[src/rtl/assert_macros.svh]
// Assertion helpers, included by suction_cup_turn_counter_core.
`ifndef ASSERT_MACROS_SVH
`define ASSERT_MACROS_SVH

// Same-cycle implication, disabled while reset is asserted.
`define ASSERT_IMP(label, clk, rst_n, ante, cons) \
    label: assert property (@(posedge clk) disable iff (!rst_n) (ante) |-> (cons)) \
        else $error("assertion failed");

// Next-cycle implication, disabled while reset is asserted.
`define ASSERT_NEXT(label, clk, rst_n, ante, cons) \
    label: assert property (@(posedge clk) disable iff (!rst_n) (ante) |=> (cons)) \
        else $error("assertion failed");

`endif

[src/rtl/sctc_pkg.sv]
// ----------------------------------------------------------------------------
// sctc_pkg
// Types and constants for the suction-cup turn counter.
// ----------------------------------------------------------------------------
`timescale 1ns / 1ps
`default_nettype none

package sctc_pkg;

    localparam int CFG_W  = 12;   // width of the position thresholds
    localparam int SPD_W  = 10;
    localparam int DRV_W  = 11;
    localparam int TURN_W = 4;
    localparam int QUIET_W = 8;
    localparam int ADDR_W = 5;
    localparam int DATA_W = 32;
    localparam int IDX_W  = 3;

    typedef enum logic [1:0] {
        MODE_IDLE     = 2'd0,
        MODE_ENGAGED  = 2'd1,
        MODE_RELEASED = 2'd2
    } mode_t;

    localparam logic OP_REQUEST = 1'b0;
    localparam logic OP_SAMPLE  = 1'b1;

    localparam logic [IDX_W-1:0] REG_DRIVE_SPEED    = 3'd0;
    localparam logic [IDX_W-1:0] REG_STEP_THRESHOLD = 3'd1;
    localparam logic [IDX_W-1:0] REG_GLITCH_LIMIT   = 3'd2;
    localparam logic [IDX_W-1:0] REG_QUIET_SAMPLES  = 3'd3;
    localparam logic [IDX_W-1:0] REG_TURNS_ENGAGE   = 3'd4;
    localparam logic [IDX_W-1:0] REG_TURNS_RELEASE  = 3'd5;
    localparam logic [IDX_W-1:0] REG_TURNS_RESET    = 3'd6;

    localparam logic [SPD_W-1:0]   RST_DRIVE_SPEED    = 10'd800;
    localparam logic [CFG_W-1:0]   RST_STEP_THRESHOLD = 12'd30;
    localparam logic [CFG_W-1:0]   RST_GLITCH_LIMIT   = 12'd1200;
    localparam logic [QUIET_W-1:0] RST_QUIET_SAMPLES  = 8'd8;
    localparam logic [TURN_W-1:0]  RST_TURNS_ENGAGE   = 4'd6;
    localparam logic [TURN_W-1:0]  RST_TURNS_RELEASE  = 4'd8;
    localparam logic [TURN_W-1:0]  RST_TURNS_RESET    = 4'd2;

    localparam logic [QUIET_W-1:0] QUIET_MAX = 8'hFF;

    typedef struct packed {
        logic signed [DRV_W-1:0] drive;
        mode_t                   cup_mode;
        logic [TURN_W-1:0]       turns_done;
        logic                    move_finished;
        logic                    rejected;
        logic                    busy_res;
    } res_t;

endpackage

`default_nettype wire

[src/rtl/suction_cup_turn_counter_core.sv]
// A result is registered in the output register, or in the skid entry while the output is stalled.
// Throughput: one transaction per cycle while the skid entry is empty; all state updates in one pass.
// A two-entry result buffer (output register plus skid) keeps the input
// open for one transaction while the output is stalled.
// Reset (rst_n, async, active low): idle, not moving, config at defaults.
// ----------------------------------------------------------------------------
// suction_cup_turn_counter_core
// Cup mode sequencer with steep-edge turn counting on position samples.
// ----------------------------------------------------------------------------
`timescale 1ns / 1ps
`default_nettype none

`include "assert_macros.svh"

module suction_cup_turn_counter_core #(
    parameter int POS_BITS = 12
) (
    input  wire logic                                clk,
    input  wire logic                                rst_n,
    // APB-style configuration port
    input  wire logic                                psel,
    input  wire logic                                penable,
    input  wire logic                                pwrite,
    input  wire logic [sctc_pkg::ADDR_W-1:0]         paddr,
    input  wire logic [sctc_pkg::DATA_W-1:0]         pwdata,
    output logic      [sctc_pkg::DATA_W-1:0]         prdata,
    output logic                                     pready,
    // input channel
    input  wire logic                                in_valid,
    output logic                                     in_ready,
    input  wire logic                                opcode,
    input  wire logic [1:0]                          request,
    input  wire logic [sctc_pkg::CFG_W-1:0]          position,
    input  wire logic                                sample_valid,
    // output channel
    output logic                                     out_valid,
    input  wire logic                                out_ready,
    output logic signed [sctc_pkg::DRV_W-1:0]        drive,
    output logic [1:0]                               cup_mode,
    output logic [sctc_pkg::TURN_W-1:0]              turns_done,
    output logic                                     move_finished,
    output logic                                     rejected,
    output logic                                     busy_res
);
    import sctc_pkg::*;

    // Positions are taken in their low POS_BITS bits, capped at the port width.
    localparam int PW = (POS_BITS < CFG_W) ? POS_BITS : CFG_W;

    // configuration registers
    logic [SPD_W-1:0]   drive_speed_reg;
    logic [CFG_W-1:0]   step_threshold_reg;
    logic [CFG_W-1:0]   glitch_limit_reg;
    logic [QUIET_W-1:0] quiet_samples_reg;
    logic [TURN_W-1:0]  turns_engage_reg;
    logic [TURN_W-1:0]  turns_release_reg;
    logic [TURN_W-1:0]  turns_reset_reg;

    // controller state
    mode_t              cup_mode_reg,    cup_mode_next;
    logic               moving_reg,      moving_next;
    mode_t              target_mode_reg, target_mode_next;
    logic [TURN_W-1:0]  turn_target_reg, turn_target_next;
    logic [TURN_W-1:0]  turn_count_reg,  turn_count_next;
    logic               backward_reg,    backward_next;
    logic [PW-1:0]      prev_pos_reg,    prev_pos_next;
    logic               have_prev_reg,   have_prev_next;
    logic               steep_reg,       steep_next;
    logic [QUIET_W-1:0] quiet_run_reg,   quiet_run_next;

    // result buffer
    logic               out_valid_reg,   out_valid_next;
    res_t               out_res_reg,     out_res_next;
    logic               skid_valid_reg,  skid_valid_next;
    res_t               skid_res_reg,    skid_res_next;

    logic               cfg_write;
    logic [IDX_W-1:0]   cfg_idx;
    logic               in_fire;
    logic               out_fire;
    res_t               res;
    logic               finished;
    logic               reject;
    logic               legal;
    logic [TURN_W-1:0]  legal_turns;
    logic               legal_back;
    logic [PW-1:0]      pos_w;
    logic [PW-1:0]      grad;
    logic [SPD_W:0]     speed_ext;

    assign pready    = 1'b1;
    assign cfg_idx   = paddr[ADDR_W-1:2];
    assign cfg_write = psel & penable & pwrite & pready;
    assign in_ready  = !skid_valid_reg;
    assign in_fire   = in_valid & in_ready;
    assign out_fire  = out_valid_reg & out_ready;
    assign pos_w     = position[PW-1:0];
    assign grad      = (pos_w >= prev_pos_reg) ? (pos_w - prev_pos_reg)
                                               : (prev_pos_reg - pos_w);
    assign speed_ext = {1'b0, drive_speed_reg};

    // ------------------------------------------------------------------
    // configuration
    // ------------------------------------------------------------------
    always_ff @(posedge clk or negedge rst_n)
    begin
        if (!rst_n)
        begin
            drive_speed_reg    <= RST_DRIVE_SPEED;
            step_threshold_reg <= RST_STEP_THRESHOLD;
            glitch_limit_reg   <= RST_GLITCH_LIMIT;
            quiet_samples_reg  <= RST_QUIET_SAMPLES;
            turns_engage_reg   <= RST_TURNS_ENGAGE;
            turns_release_reg  <= RST_TURNS_RELEASE;
            turns_reset_reg    <= RST_TURNS_RESET;
        end
        else if (cfg_write)
        begin
            case (cfg_idx)
                REG_DRIVE_SPEED:    drive_speed_reg    <= pwdata[SPD_W-1:0];
                REG_STEP_THRESHOLD: step_threshold_reg <= pwdata[CFG_W-1:0];
                REG_GLITCH_LIMIT:   glitch_limit_reg   <= pwdata[CFG_W-1:0];
                REG_QUIET_SAMPLES:  quiet_samples_reg  <= pwdata[QUIET_W-1:0];
                REG_TURNS_ENGAGE:   turns_engage_reg   <= pwdata[TURN_W-1:0];
                REG_TURNS_RELEASE:  turns_release_reg  <= pwdata[TURN_W-1:0];
                REG_TURNS_RESET:    turns_reset_reg    <= pwdata[TURN_W-1:0];
                default:            ;
            endcase
        end
    end

    always_comb
    begin
        case (cfg_idx)
            REG_DRIVE_SPEED:    prdata = DATA_W'(drive_speed_reg);
            REG_STEP_THRESHOLD: prdata = DATA_W'(step_threshold_reg);
            REG_GLITCH_LIMIT:   prdata = DATA_W'(glitch_limit_reg);
            REG_QUIET_SAMPLES:  prdata = DATA_W'(quiet_samples_reg);
            REG_TURNS_ENGAGE:   prdata = DATA_W'(turns_engage_reg);
            REG_TURNS_RELEASE:  prdata = DATA_W'(turns_release_reg);
            REG_TURNS_RESET:    prdata = DATA_W'(turns_reset_reg);
            default:            prdata = '0;
        endcase
    end

    // ------------------------------------------------------------------
    // legal move decode
    // ------------------------------------------------------------------
    always_comb
    begin
        legal       = 1'b0;
        legal_turns = turns_engage_reg;
        legal_back  = 1'b0;
        case (cup_mode_reg)
            MODE_IDLE:
            begin
                legal       = (request == MODE_ENGAGED);
                legal_turns = turns_engage_reg;
            end
            MODE_ENGAGED:
            begin
                legal       = (request == MODE_RELEASED);
                legal_turns = turns_release_reg;
                legal_back  = 1'b1;
            end
            MODE_RELEASED:
            begin
                legal       = (request == MODE_IDLE);
                legal_turns = turns_reset_reg;
            end
            default:
            begin
                legal = 1'b0;
            end
        endcase
    end

    // ------------------------------------------------------------------
    // next state for one transaction
    // ------------------------------------------------------------------
    always_comb
    begin
        cup_mode_next    = cup_mode_reg;
        moving_next      = moving_reg;
        target_mode_next = target_mode_reg;
        turn_target_next = turn_target_reg;
        turn_count_next  = turn_count_reg;
        backward_next    = backward_reg;
        prev_pos_next    = prev_pos_reg;
        have_prev_next   = have_prev_reg;
        steep_next       = steep_reg;
        quiet_run_next   = quiet_run_reg;
        finished         = 1'b0;
        reject           = 1'b0;

        if (opcode == OP_REQUEST)
        begin
            if (moving_reg || !legal)
            begin
                reject = 1'b1;
            end
            else
            begin
                target_mode_next = mode_t'(request);
                turn_target_next = legal_turns;
                backward_next    = legal_back;
                moving_next      = 1'b1;
                turn_count_next  = '0;
                steep_next       = 1'b0;
                quiet_run_next   = '0;
                have_prev_next   = 1'b0;
                // zero-turn move completes on the request itself
                if (legal_turns == '0)
                begin
                    moving_next   = 1'b0;
                    cup_mode_next = mode_t'(request);
                    finished      = 1'b1;
                end
            end
        end
        else if (moving_reg && sample_valid)
        begin
            if (!have_prev_reg)
            begin
                prev_pos_next  = pos_w;
                have_prev_next = 1'b1;
            end
            else if (CFG_W'(grad) <= glitch_limit_reg)
            begin
                if (CFG_W'(grad) > step_threshold_reg)
                begin
                    steep_next     = 1'b1;
                    quiet_run_next = '0;
                end
                else if (quiet_run_reg != QUIET_MAX)
                begin
                    quiet_run_next = quiet_run_reg + 1'b1;
                end
                if (quiet_run_next >= quiet_samples_reg)
                begin
                    steep_next = 1'b0;
                end
                // falling edge of steep counts a turn
                if (steep_reg && !steep_next)
                begin
                    turn_count_next = turn_count_reg + 1'b1;
                end
                prev_pos_next = pos_w;
                if (turn_count_next >= turn_target_reg)
                begin
                    moving_next   = 1'b0;
                    cup_mode_next = target_mode_reg;
                    finished      = 1'b1;
                end
            end
        end
    end

    // result of the transaction
    always_comb
    begin
        res.drive         = '0;
        if (moving_next)
        begin
            res.drive = backward_next ? -$signed(speed_ext) : $signed(speed_ext);
        end
        res.cup_mode      = cup_mode_next;
        res.turns_done    = turn_count_next;
        res.move_finished = finished;
        res.rejected      = reject;
        res.busy_res      = moving_next;
    end

    // ------------------------------------------------------------------
    // output register plus skid entry
    // ------------------------------------------------------------------
    always_comb
    begin
        out_valid_next  = out_valid_reg;
        out_res_next    = out_res_reg;
        skid_valid_next = skid_valid_reg;
        skid_res_next   = skid_res_reg;
        if (!out_valid_reg || out_fire)
        begin
            if (skid_valid_reg)
            begin
                out_valid_next  = 1'b1;
                out_res_next    = skid_res_reg;
                skid_valid_next = 1'b0;
            end
            else if (in_fire)
            begin
                out_valid_next = 1'b1;
                out_res_next   = res;
            end
            else
            begin
                out_valid_next = 1'b0;
            end
        end
        else if (in_fire)
        begin
            skid_valid_next = 1'b1;
            skid_res_next   = res;
        end
    end

    always_ff @(posedge clk or negedge rst_n)
    begin
        if (!rst_n)
        begin
            cup_mode_reg    <= MODE_IDLE;
            moving_reg      <= 1'b0;
            target_mode_reg <= MODE_IDLE;
            turn_target_reg <= '0;
            turn_count_reg  <= '0;
            backward_reg    <= 1'b0;
            have_prev_reg   <= 1'b0;
            steep_reg       <= 1'b0;
            quiet_run_reg   <= '0;
            out_valid_reg   <= 1'b0;
            skid_valid_reg  <= 1'b0;
        end
        else
        begin
            if (in_fire)
            begin
                cup_mode_reg    <= cup_mode_next;
                moving_reg      <= moving_next;
                target_mode_reg <= target_mode_next;
                turn_target_reg <= turn_target_next;
                turn_count_reg  <= turn_count_next;
                backward_reg    <= backward_next;
                have_prev_reg   <= have_prev_next;
                steep_reg       <= steep_next;
                quiet_run_reg   <= quiet_run_next;
            end
            out_valid_reg  <= out_valid_next;
            skid_valid_reg <= skid_valid_next;
        end
    end

    // payload registers, no reset
    always_ff @(posedge clk)
    begin
        if (in_fire)
        begin
            prev_pos_reg <= prev_pos_next;
        end
        out_res_reg  <= out_res_next;
        skid_res_reg <= skid_res_next;
    end

    assign out_valid     = out_valid_reg;
    assign drive         = out_res_reg.drive;
    assign cup_mode      = out_res_reg.cup_mode;
    assign turns_done    = out_res_reg.turns_done;
    assign move_finished = out_res_reg.move_finished;
    assign rejected      = out_res_reg.rejected;
    assign busy_res      = out_res_reg.busy_res;

    // ------------------------------------------------------------------
    // assertions
    // ------------------------------------------------------------------
    `ASSERT_IMP(a_skid_needs_out, clk, rst_n, skid_valid_reg, out_valid_reg)
    `ASSERT_NEXT(a_stall_fills_skid, clk, rst_n,
        in_fire && out_valid_reg && !out_ready, skid_valid_reg)
    `ASSERT_IMP(a_move_changes_mode, clk, rst_n, moving_reg,
        target_mode_reg != cup_mode_reg)
    `ASSERT_IMP(a_finish_not_busy, clk, rst_n,
        out_valid_reg && out_res_reg.move_finished, !out_res_reg.busy_res)

endmodule

`default_nettype wire
[config.mk]
export PLATFORM = sky130hd
export DESIGN_NAME = suction_cup_turn_counter_core
export DESIGN_NICKNAME = d
export VERILOG_FILES = /design/src/rtl/sctc_pkg.sv /design/src/rtl/suction_cup_turn_counter_core.sv
export VERILOG_INCLUDE_DIRS = /design/src /design/src/rtl
export SDC_FILE = /design/constraint.sdc
export NUM_CORES = 1
export LEC_CHECK = 0
export BUFFER_PORTS_ARGS = -buffer_cell sky130_fd_sc_hd__buf_2
export CORE_UTILIZATION = 45
export CTS_BUF_LIST = sky130_fd_sc_hd__clkbuf_4
export CTS_CLUSTER_SIZE = 25
export DETAILED_ROUTE_END_ITERATION = 10
export HOLD_SLACK_MARGIN = 0.15
export PLACE_DENSITY_LB_ADDON = 0.08
export SLEW_MARGIN = 25
export SYNTH_ARGS = -nofsm -noshare
export SYNTH_HDL_FRONTEND = slang
export SYNTH_SLANG_ARGS = --single-unit
[constraint.sdc]
create_clock -name clk -period 7.9 [get_ports clk]
set_input_delay 0.79 -clock clk [delete_from_list [all_inputs] [get_ports clk]]
set_output_delay 0.79 -clock clk [all_outputs]
set_load 0.01 [all_outputs]
After elaboration in Yosys (flattened, before gate mapping)
Index checks and enable logic that the tools add are counted.

storage, ports and cells
  register bits = 132
  bits of input ports = 60
  output and inout port bits = 55
  word-level logic and storage cells = 165

cells by class
  add/subtract/negate cells = 5
  magnitude comparators = 5
  equality and inequality tests = 16
  muxes and demuxes = 74
  bitwise gates (word level) = 7
  reduce and logical (&&, ||, !) cells = 27

operator list
  kind                                                   count
  two-way mux 8 bit                                      11
  case mux 12 bit (7 select lines)                       1
  two-way mux 20 bit                                     2
  two-way mux 4 bit                                      10
  two-way mux 1 bit                                      36
  two-way mux 12 bit                                     3
  subtractor 12 bit                                      2
  two-way mux 11 bit                                     2
  AND reduction 2 bit                                    9
  two-way mux 2 bit                                      7
  greater-or-equal comparator 12 bit                     1
  > comparator 12 bit                                    1
  less-or-equal comparator 12 bit                        1
  negator 10 -> 11 bit                                   1
  equality test 3 bit, second input constant             3
  adder 8 x 1 -> 8 bit, second input constant            1
  greater-or-equal comparator 8 bit                      1
  inequality test 2 x 1 -> 1 bit, second input constant  4
  inequality test 8 bit, second input constant           1
  case mux 4 bit (2 select lines)                        1
  equality test 3 x 2 -> 1 bit, second input constant    2
  AND reduction 3 bit                                    2
  AND reduction 5 bit                                    1
  adder 4 x 1 -> 4 bit, second input constant            1
  other kinds (16)                                       30

Depth between registers and ports, before layout
  word-level depth = 30
  gate-level depth with buffers = 33
  gate-level depth less buffers = 29

Worst setup path after synthesis
OpenSTA, ideal clock, no wires.

  kind = input to register
  start = input port position[0] (netlist name)
  end = register out_res_reg (netlist bit drive[6]), data pin
  setup time = 0.169 ns
  arrival = 7.092 ns
  data required time = 7.731 ns
  slack = 0.639 ns
  stages on the path = 30
  buffers on the path = 3
  cells stage by stage = inv_1 ha_1 inv_1 fa_1 a21oi_1 o2111ai_1 nor4_1 or3_1 buf_6 mux2_1 ha_1 nor2b_1 o211ai_1 a211oi_1 o31ai_1 o21ai_0 ha_1 nand2b_1 a2111oi_0 nor4_1 or2_0 mux2_2 ha_1 a21o_1 a211oi_1 nor2_1 a41o_1 buf_2 buf_4 o31ai_1

on the way
  cells in the longest elaborated chain, start to end = 30
  elaborated cells between the ends (all ways) = 34
  classes of those cells = add/sub: 2; order compare: 5; mux: 25; reduce/logical: 2

RTL lines
  item                                             RTL line                              RTL
  start: declaration                               suction_cup_turn_counter_core.sv:33   input wire logic [sctc_pkg::CFG_W-1:0] position,
  subtractor 12 bit, or another cell as far along  suction_cup_turn_counter_core.sv:99   : (prev_pos_reg - pos_w);
  two-way mux 12 bit *                             suction_cup_turn_counter_core.sv:98   assign grad = (pos_w >= prev_pos_reg) ? (pos_w - prev_pos_reg)
  > comparator 12 bit                              suction_cup_turn_counter_core.sv:230  if (CFG_W'(grad) > step_threshold_reg)
  two-way mux 8 bit                                suction_cup_turn_counter_core.sv:230
  two-way mux 8 bit                                suction_cup_turn_counter_core.sv:228  else if (CFG_W'(grad) <= glitch_limit_reg)
  two-way mux 8 bit                                suction_cup_turn_counter_core.sv:223  if (!have_prev_reg)
  two-way mux 8 bit                                suction_cup_turn_counter_core.sv:221  else if (moving_reg && sample_valid)
  two-way mux 8 bit                                suction_cup_turn_counter_core.sv:196  if (opcode == OP_REQUEST)
  (+14 left out)                                   --
  two-way mux 1 bit                                suction_cup_turn_counter_core.sv:249  if (turn_count_next >= turn_target_reg)
  two-way mux 1 bit *                              suction_cup_turn_counter_core.sv:228
  two-way mux 1 bit *                              suction_cup_turn_counter_core.sv:223
  two-way mux 1 bit *                              suction_cup_turn_counter_core.sv:221
  two-way mux 1 bit *                              suction_cup_turn_counter_core.sv:196
  two-way mux 11 bit *                             suction_cup_turn_counter_core.sv:263  if (moving_next)
  two-way mux 20 bit *                             suction_cup_turn_counter_core.sv:291  else if (in_fire)
  two-way mux 20 bit *                             suction_cup_turn_counter_core.sv:285  if (skid_valid_reg)
  end signal: assignment                           suction_cup_turn_counter_core.sv:350  out_res_reg <= out_res_next;
  end: declaration                                 suction_cup_turn_counter_core.sv:73   res_t out_res_reg, out_res_next;

Mark *: on every way between the ends. The rest lies on a longest branch, timed or not. The select of a mux whose other input is x is not followed.
A chain may end at the register's enable or synchronous reset.

Worst setup path in the final report
  start = input port position[0] (netlist name)
  end = register out_res_reg (netlist bit drive[9]), data pin

The elaborated chain is that of the path after synthesis.

==> flow_summary_export.csv <==
group,metric,value,unit
power_and_ir_drop,design_power_total,2.416,mW
logic_synthesis,yosysSeqAreaShare,0.4076,
logic_synthesis,syn_area_per_cell,9.901,um^2
clock_network,clk_path_buf_depth,2,
final_layout,layout-drive-gt1-share,0.2232,
critical_path,critical_path_class,"input port to flop",
critical_path,cp-start-kind,"input port",
placed_design,gpl.final_weighted_congestion,0.8569,
worst_hold_path,hold_class,"input port to flop",
worst_hold_path,worst_hold_startpoint,"position[3]",
sta,holdWs,437.7,ps
power_and_ir_drop,p_int,1.496,mW
critical_path,critical-path-top-delay-family,"compound AO/OA/AOI/OAI gates",
route,vias_per_cell,5.348,
sta,maxClockFrequency,135.8,MHz
clock_network,cts.htree.levels,4,
critical_path,worst_r2r_startpoint,"prev_pos_reg[0]",
floorplanning,start_util,0.4638,
floorplanning,floorplan.io_pins,115,
route,drt_iter0_drc,395,
clock_network,worstSkewPairLatency,550,ps
sta,post_route_fraction_of_the_period_consumed_by_the_critical_path,0.9318,
sta,timing.max_slew.rel_slack,0.4038,
final_layout,most-common-layout-cells,"sky130_fd_sc_hd__inv_1, sky130_fd_sc_hd__buf_2, sky130_fd_sc_hd__nand2_1",
logic_synthesis,synth.lib_cells_used.distinct,77,
global_routing,grt_pass1_vias,6375,
sta,finalHoldViolCount,0,
power_and_ir_drop,cell_area_power_density,247.5,nW/um^2
logic_synthesis,synth.ff_latch_count,132,
critical_path,timing.critical_path.fanout_max,17,
floorplanning,die_area,20100,um^2
placed_design,dp_hpwl,15850,um
clock_network,cts.sink_count,132,
route,ant_nets,0,
global_routing,grt_pass1_wl,33300,um
power_and_ir_drop,relative_contribution_of_the_clock_network_to_total_power,0.199,
clock_network,tritoncts,"done",
final_layout,flow.area_growth_from_synthesis,11.01,%
logic_synthesis,netlist_area,8792,um^2
route,vias,6647,
flow_run,max_cap_viol_count,0,
global_routing,grt_antenna_before_repair,4,
critical_path,setup.reg_to_reg.worst_slack,570,ps
route,drt-pass1-iter-count,5,
global_routing,gr-usage-all-layers,0.2153,
route,drt-wirelength-per-cell,16.71,um
floorplanning,die_h,141.8,um
sta,fin_tns_setup,0,ps
critical_path,crit_slowest_cell,"sky130_fd_sc_hd__fa_1",
logic_synthesis,yosysWarningCount,0,
final_layout,largest_reg_flops,20,
power_and_ir_drop,highest_ir_drop_seen_on_vdd,0.08781,mV
power_and_ir_drop,seqPwrFrac,0.405,
clock_network,cts.root.buffer_cell,"sky130_fd_sc_hd__clkbuf_4",
clock_network,clock_pin_slew_on_the_worst_setup_and_hold_paths,130,ps
placed_design,portBuffers,71,
sta,setup_repair_after_global_routing_missed_its_margin,"no",
logic_synthesis,ys.flop_type,"sky130_fd_sc_hd__dfrtp_1",
critical_path,crit_required,8270,ps
sta,finalMaxSlewViolations,0,
worst_hold_path,whs_path_depth,1,
floorplanning,dieWidth,141.8,um
power_and_ir_drop,switching_share,0.3807,
worst_hold_path,worstHoldEndpoint,"prev_pos_reg[3]",
critical_path,worst_path_largest_cell_delay,400,ps
logic_synthesis,synth-async-reset-ratio,0.6061,
final_layout,final_nets,1096,
floorplanning,core_area,18960,um^2
global_routing,grt_start_max_net_pins,63,
clock_network,post_cts_buffers,0,
power_and_ir_drop,total_switching_power,919.8,uW
power_and_ir_drop,power_frac_comb,0.396,
sta,setup_viol,0,
critical_path,crit_buf_inv,7,
critical_path,cpMostUsedCell,"sky130_fd_sc_hd__ha_1",
sta,timing.final.crit_period,7361,ps
critical_path,critPathCaptureType,"flop",
floorplanning,rows,50,
power_and_ir_drop,static-leakage-power,4.345,nW
critical_path,worstPathArrival,7730,ps
sta,tightestPinTransition,891.1,ps
critical_path,worst_r2r_endpoint,"drive[9]",
final_layout,layout_commonest_cell,"sky130_fd_sc_hd__inv_1",
logic_synthesis,number_of_enable_type_register_cells_in_the_synthesized_netlist,52,
run_status,run_status,"completed",
final_layout,finished_cell_area,9761,um^2
placed_design,postPlaceCellArea,9443,um^2
clock_network,cts-buffers-inserted,17,
sta,fin_skew,18.53,ps
logic_synthesis,synth_cells,888,
critical_path,worst_r2r_path_depth,30,
global_routing,grt_overflow_total,0,
route,wirelength,20780,um
route,drc,0,
-- power by group through the flow --
stage / clock [mW] / sequential, mW / combinational, mW
6_report: 0.480 / 0.979 / 0.957
5_1_grt: 0.518 / 0.995 / 1.07
4_1_cts: 0.494 / 0.977 / 0.963
3_5_place_dp: 0 / 0.991 / 0.958
3_3_place_gp: 0 / 0.990 / 0.946
2_1_floorplan: 0 / 0.963 / 0.691
-- final cells by class --
type	count	area, um^2
antenna	2	5.005
fill	1817	9195
tap	260	325.3
sequential	132	3583
multi-input combinational	641	4684
clock inverter	13	147.6
clock buffer	19	142.6
inverter	77	289.0
timing repair buffer	99	583.1
-- worst max-delay path by stage --
| stage | startpoint | to | slack, ps | depth (start not counted) |
|---|---|---|---|---|
| 4_1_cts | prev_pos_reg[0] | drive[9] | 500 | 30 |
| 3_5_place_dp | position[0] | drive[9] | -70 | 33 |
| 3_3_place_gp | position[0] | drive[9] | 40 | 32 |
| 2_1_floorplan | position[0] | drive[6] | 640 | 30 |
| 5_1_grt | prev_pos_reg[0] | drive[1] | 20 | 31 |
| 6_report | position[0] | drive[9] | 540 | 32 |
-- logic make-up (layout without fill, tap and decap cells) --
kind of cell | Yosys count | in the layout | share of synthesized area
flops | 132 | 132 | 0.4076
simple gates | 260 | 260 | 0.1486
compound gates | 195 | 195 | 0.1517
fa+ha+maj | 68 | 68 | 0.09848
xor+xnor | 21 | 21 | 0.02092
mux | 76 | 76 | 0.1022
other cells | 2 | 23 | 0.0008542
buf+inv | 134 | 208 | 0.06973
-- cells in the mapped netlist (15+ instances only) --
library cell               number  area (um^2)
sky130_fd_sc_hd__a21oi_1       34        170.2
sky130_fd_sc_hd__buf_4         22        165.2
sky130_fd_sc_hd__clkbuf_1      20        75.07
sky130_fd_sc_hd__dfrtp_1       64         1602
sky130_fd_sc_hd__dfstp_2       16        420.4
sky130_fd_sc_hd__edfxtp_1      52         1562
sky130_fd_sc_hd__ha_1          66        825.8
sky130_fd_sc_hd__inv_1         74        277.8
sky130_fd_sc_hd__mux2_2        45        506.7
sky130_fd_sc_hd__mux2i_1       23        230.2
sky130_fd_sc_hd__nand2_1       67        251.5
sky130_fd_sc_hd__nand3_1       25        125.1
sky130_fd_sc_hd__nor2_1        62        232.7
sky130_fd_sc_hd__nor3_1        15        75.07
sky130_fd_sc_hd__o21ai_0       49        245.2
-- metal layers --
layer  vias to the layer above  track usage  share of wire
li1                       3330            -              -
met1                      3170       0.2788           0.47
met2                       122       0.3669           0.49
met3                        21      0.03780          0.035
met4                         4      0.06452          0.013
met5                         -            0         0.0013
-- per-stage QoR --
step                        util  setup WS (ps)  cells
after floorplan                -          639.3    907
after global placement    0.4982          37.08   1208
after detailed placement  0.4982         -66.28   1208
after CTS                 0.5140          497.6   1241
after global routing      0.5148          18.61   1242
final                     0.5149          538.6   1243
-- timing repair --
item / in CTS / in global routing
endpoints found under the setup margin: 0 / 10
hold buffers: 1 / 0
endpoints found under the hold margin: 12 / 0
gates resized for setup: 0 / 1
Note: power is estimated with default switching activity, not from simulation.
